### config.mk
export PLATFORM = sky130hd
export DESIGN_NAME = cwc_div
export DESIGN_NICKNAME = d
export VERILOG_FILES = /design/src/rtl/cwc_pkg.sv /design/src/rtl/cwc_div.sv
export SDC_FILE = /design/constraint.sdc
export NUM_CORES = 1
export LEC_CHECK = 0
export ABC_CLOCK_PERIOD_IN_PS = 2800
export BUFFER_PORTS_ARGS = -buffer_cell sky130_fd_sc_hd__buf_4
export CORE_ASPECT_RATIO = 0.6
export CORE_MARGIN = 2
export CORE_UTILIZATION = 56
export CTS_BUF_LIST = sky130_fd_sc_hd__clkbuf_8
export CTS_CLUSTER_SIZE = 14
export DETAILED_ROUTE_END_ITERATION = 10
export PLACE_DENSITY = 0.82
export SYNTH_ARGS = -nofsm -noshare
export SYNTH_HDL_FRONTEND = slang
export SYNTH_SLANG_ARGS = --single-unit
### constraint.sdc
create_clock -name clk -period 2.8 [get_ports clk]
set_input_delay 0.28 -clock clk [delete_from_list [all_inputs] [get_ports clk]]
set_output_delay 0.28 -clock clk [all_outputs]
set_load 0.01 [all_outputs]
### src/rtl/cwc_pkg.sv
`timescale 1ns / 1ps
// ----------------------------------------------------------------------------
// cwc_pkg
// Shared types and constants for the congestion window controller.
// ----------------------------------------------------------------------------
package cwc_pkg;

  localparam int LIST_DEPTH = 64;
  localparam int IDX_W      = $clog2(LIST_DEPTH);
  localparam int CNT_W      = $clog2(LIST_DEPTH + 1);

  localparam logic [7:0]  DUP_MAX     = 8'd255;
  localparam logic [7:0]  DUP_TRIG    = 8'd3;
  localparam logic [15:0] SEQ_BACK    = 16'd3;
  localparam logic [15:0] WIN_RESTART = 16'd2;
  localparam logic [15:0] WIN_MAX     = 16'hFFFF;

  localparam logic [6:0]  RST_IWIN = 7'd10;
  localparam logic [15:0] RST_ITHR = 16'd1000;
  localparam logic [31:0] RST_IRTT = 32'd1200;
  localparam logic [31:0] RST_TMO  = 32'd1000;

  typedef enum logic [1:0] {
    OP_SEND  = 2'd0,
    OP_ACK   = 2'd1,
    OP_TIMER = 2'd2,
    OP_NONE  = 2'd3
  } op_t;

  typedef enum logic [2:0] {
    CFG_IWIN   = 3'd0,
    CFG_ITHR   = 3'd1,
    CFG_IRTT   = 3'd2,
    CFG_TMO    = 3'd3,
    CFG_TOTAL  = 3'd4,
    CFG_ENABLE = 3'd5
  } cfg_idx_t;

  typedef enum logic [3:0] {
    S_IDLE,
    S_SEND,
    S_SCAN_RD,
    S_SCAN_CHK,
    S_POST,
    S_RTT_DIFF,
    S_RTT_AVG,
    S_SHIFT_RD,
    S_SHIFT_WR,
    S_FR,
    S_FR_CHK,
    S_WIN,
    S_DIV_START,
    S_DIV_WAIT,
    S_DONE
  } state_t;

  typedef struct packed {
    logic [1:0]  operation;
    logic [15:0] packet_seq;
    logic        ecn_mark;
    logic [31:0] now_time;
  } cwc_in_t;

  typedef struct packed {
    logic        sent_valid;
    logic        retransmit_valid;
    logic [15:0] out_seq;
    logic        timer_armed;
    logic [31:0] timer_due;
    logic [15:0] window_now;
    logic [31:0] rtt_now;
    logic [31:0] send_gap;
    logic        all_sent;
  } cwc_out_t;

  typedef struct packed {
    logic             we_seq;
    logic             we_time;
    logic [IDX_W-1:0] waddr;
    logic [15:0]      wseq;
    logic [31:0]      wtime;
    logic [IDX_W-1:0] raddr;
  } cwc_mem_ctl_t;

endpackage

### src/rtl/cwc_div.sv
`timescale 1ns / 1ps
// ----------------------------------------------------------------------------
// cwc_div
// Serial restoring divider, 32-bit dividend by 16-bit divisor, one bit a cycle.
// ----------------------------------------------------------------------------
module cwc_div import cwc_pkg::*; (
  input  logic        clk,
  input  logic        rst,
  input  logic        start,
  input  logic [31:0] dividend,
  input  logic [15:0] divisor,
  output logic        done,
  output logic [31:0] quotient
);

  logic        busy;
  logic [4:0]  cnt;
  logic [15:0] rem;
  logic [15:0] dsr;
  logic [16:0] trial;
  logic        fits;

  assign trial = {rem, quotient[31]};
  assign fits  = trial >= {1'b0, dsr};

  always_ff @(posedge clk) begin
    if (rst) begin
      busy <= 1'b0;
      done <= 1'b0;
    end else begin
      done <= 1'b0;
      if (start) begin
        busy <= 1'b1;
        cnt  <= 5'd31;
      end else if (busy) begin
        cnt <= cnt - 5'd1;
        if (cnt == 5'd0) begin
          busy <= 1'b0;
          done <= 1'b1;
        end
      end
    end
  end

  always_ff @(posedge clk) begin
    if (start) begin
      rem      <= '0;
      dsr      <= divisor;
      quotient <= dividend;
    end else if (busy) begin
      rem      <= fits ? 16'(trial - {1'b0, dsr}) : trial[15:0];
      quotient <= {quotient[30:0], fits};
    end
  end

endmodule

==> run metrics <==
top cell type by total area after synthesis edfxtp_1; syn nets 394; initial antenna violation count 0; largest net degree at the start of global routing 39; Clock Tree Buf Depth 2; gr busiest metal met2; Hold Path Class primary input to register; final setup skew 0.007321 ns; Final Setup Violations 0; status finished clean; first-pass GRT wire length 13500 um; DRC viols 0; layout net count 482; crit-path max FO 18; htree depth 3; Netlist cell types 56; io pins 84; mean routed wirelength per cell 17.87 um; register area 1952 sq um; clk_lat worst skew 0.36 ns; Root Buffer clkbuf_8; Row Count 23; grt total ovfl 0; crit start category register; GR Layer Usage met3 0.08784; dpl hpwl 6459 um; layout cell share with drive strength beyond 1 0.3469; fmax 378.7 MHz; Setup TNS Final 0 ns; Arr. time, crit path 2.87 ns; Worst VDD drop 0.3957 mV; Setup Crit Path Kind register to register; Initial Util 0.5692; area of the multi-input gates 1665 sq um; CTS tree yes; YS warnings 0; unrepaired setup endpoints after global routing false; synth top area cells edfxtp_1, dfxtp_1, mux2_2; Initial DRC Count 194; core area 6590 sq um; 1st-pass router iterations 5; Layout area overhead 25.48%; Reg clk slew, reported paths 0.08 ns; Num CTS Buffers 9; static leakage 0.001991 uW; Final period util 0.9430; vias in the first global route 2723; power density cells 570.5 nW/um^2; Final min period 2.641 ns; worst rel slew slack 0.4289; design area 4707 sq um; chip width 109.7 um; clk sinks 71; Hold Vio Cnt, Final 0; GRT met2 Usage 0.3927; chip height 67.40 um; sequential area share after synthesis 0.5203; Placer Congestion 0.9093; CP required 3.03 ns; area of placed instances 4472 sq um; PortBufs 83; final wirelength 9023 um; Layout fillers 478; n_diodes 0; Post-Synthesis Cells 325; Main synth FF type edfxtp_1; Async SR Flop Fraction 0; MaxCap Viol Count 0; All-Layer GR Usage 0.2519; Yosys top cell area share 0.4243; count of pins over their slew limit 0; Worst Setup End Kind register; die outline area 7391 sq um; Tightest Pin Transition 0.8535 ns; met1 Resource Use GR 0.3317; Vias/cell 5.800; Avg Cell Area, Syn 11.54 sq um; vias post-DR 2929; post-synthesis register bit count 71; Synth Cell Area 3751 sq um; EDFF count, synth 53; antenna-violating nets left 0
## cell type report
cell class,instances,area share
clock buffers,9,0.02632
clock inverters,7,0.01861
inverters,23,0.01834
multi-input cells,217,0.3538
flip-flops and latches,71,0.4147
well taps,87,0.02313
repair buffers,91,0.1451
## layer usage
layer  up-vias  part of all wire
li1       1387                 -
met4         0             0.014
met3        14             0.068
met5         -                 0
met2       120              0.48
met1      1408              0.44
## power by group
part	switching (uW)	internal, uW
Clock	391	495
Combinational	262	254
Sequential	51.4	1230
Total	705	1980
## path summary, 6_finish.rpt
path | slack (ns) | start | endpoint | depth (start not counted)
setup / recovery | 0.16 | rem[9] | rem[13] | 8
hold / removal | 0.09 | divisor[2] | dsr[2] | 1
setup reg to reg | 0.16 | rem[9] | rem[13] | 8
hold reg to reg | 0.52 | rem[5] | rem[6] | 1
## critical path: stages, from the launching register on
cell,delay (ns)
dfxtp_1,0.34
ha_1,0.40
and4_1,0.31
nand4_1,0.21
o31ai_4,0.29
o21ai_0,0.20
a21o_4,0.30
a221oi_1,0.34
o22ai_1,0.10
## state kept, by name, indices dropped and copies added, names as in the netlist
register,cells
quotient,32
dsr,16
rem,16
cnt,5
busy,1
done,1
## Yosys cell counts, drive strengths merged (2+ instances only)
| cell type | number |
|---|---|
| o31ai | 4 |
| nand2b | 7 |
| buf | 5 |
| mux2i | 5 |
| inv | 23 |
| o21a | 7 |
| a31oi | 3 |
| nor2 | 17 |
| nor2b | 4 |
| nand3b | 4 |
| edfxtp | 53 |
| or3 | 2 |
| a21oi | 11 |
| o22ai | 3 |
| o311ai | 2 |
| a22o | 2 |
| nand3 | 10 |
| ha | 17 |
| a21o | 3 |
| nand4 | 6 |
| nand2 | 24 |
| clkbuf | 9 |
| a311oi | 4 |
| nor3 | 2 |
| xor2 | 3 |
| dfxtp | 18 |
| xnor2 | 8 |
| a32oi | 4 |
| o21ai | 13 |
| mux2 | 31 |
| o211a | 2 |
## through the flow
stage	hold WS [ns]	utilization	worst slack (ns)	power, uW	instances
5_1_grt	0.07373	0.7143	0.01522	2796	505
2_1_floorplan	0.3593	-	0.4533	1592	325
4_1_cts	0.07523	0.7107	0.06150	2696	504
3_5_place_dp	0.4595	0.6786	0.08034	1807	488
3_3_place_gp	0.4585	0.6786	0.1377	1786	488
6_report	0.09384	0.7143	0.1595	2686	505
## cells by family after synthesis
logic type	Yosys count	share of synthesized area
adders and majority gates	18	0.06204
and+or+nand+nor	84	0.1151
AOI/OAI and AO/OA	68	0.1304
muxes	36	0.1064
buffers and inverters	37	0.04002
DFF	71	0.5203
xor gates and xnor gates	11	0.02569
## cells in the final DEF (no fill, tap or decap), types with 5 or more instances in the layout
| cell | Yosys | routed |
|---|---|---|
| buf_4 | 0 | 91 |
| edfxtp_1 | 53 | 53 |
| mux2_2 | 31 | 31 |
| inv_1 | 23 | 24 |
| nand2_1 | 23 | 23 |
| dfxtp_1 | 18 | 18 |
| ha_1 | 17 | 17 |
| nor2_1 | 16 | 16 |
| o21ai_0 | 13 | 13 |
| nand3_1 | 10 | 10 |
| clkbuf_8 | 0 | 9 |
| a21oi_1 | 8 | 8 |
| xnor2_1 | 8 | 8 |
| o21a_1 | 7 | 7 |
| nand2b_1 | 7 | 7 |
| nand4_1 | 6 | 6 |
| mux2i_1 | 5 | 5 |
## repair_timing
item | 4_1_cts | 5_1_grt
endpoints found under the setup margin | 0 | 17
setup buffers | 0 | 1
hold buffers | 0 | 0
resized for setup | 0 | 3
Power figures use the tool's default switching activity.
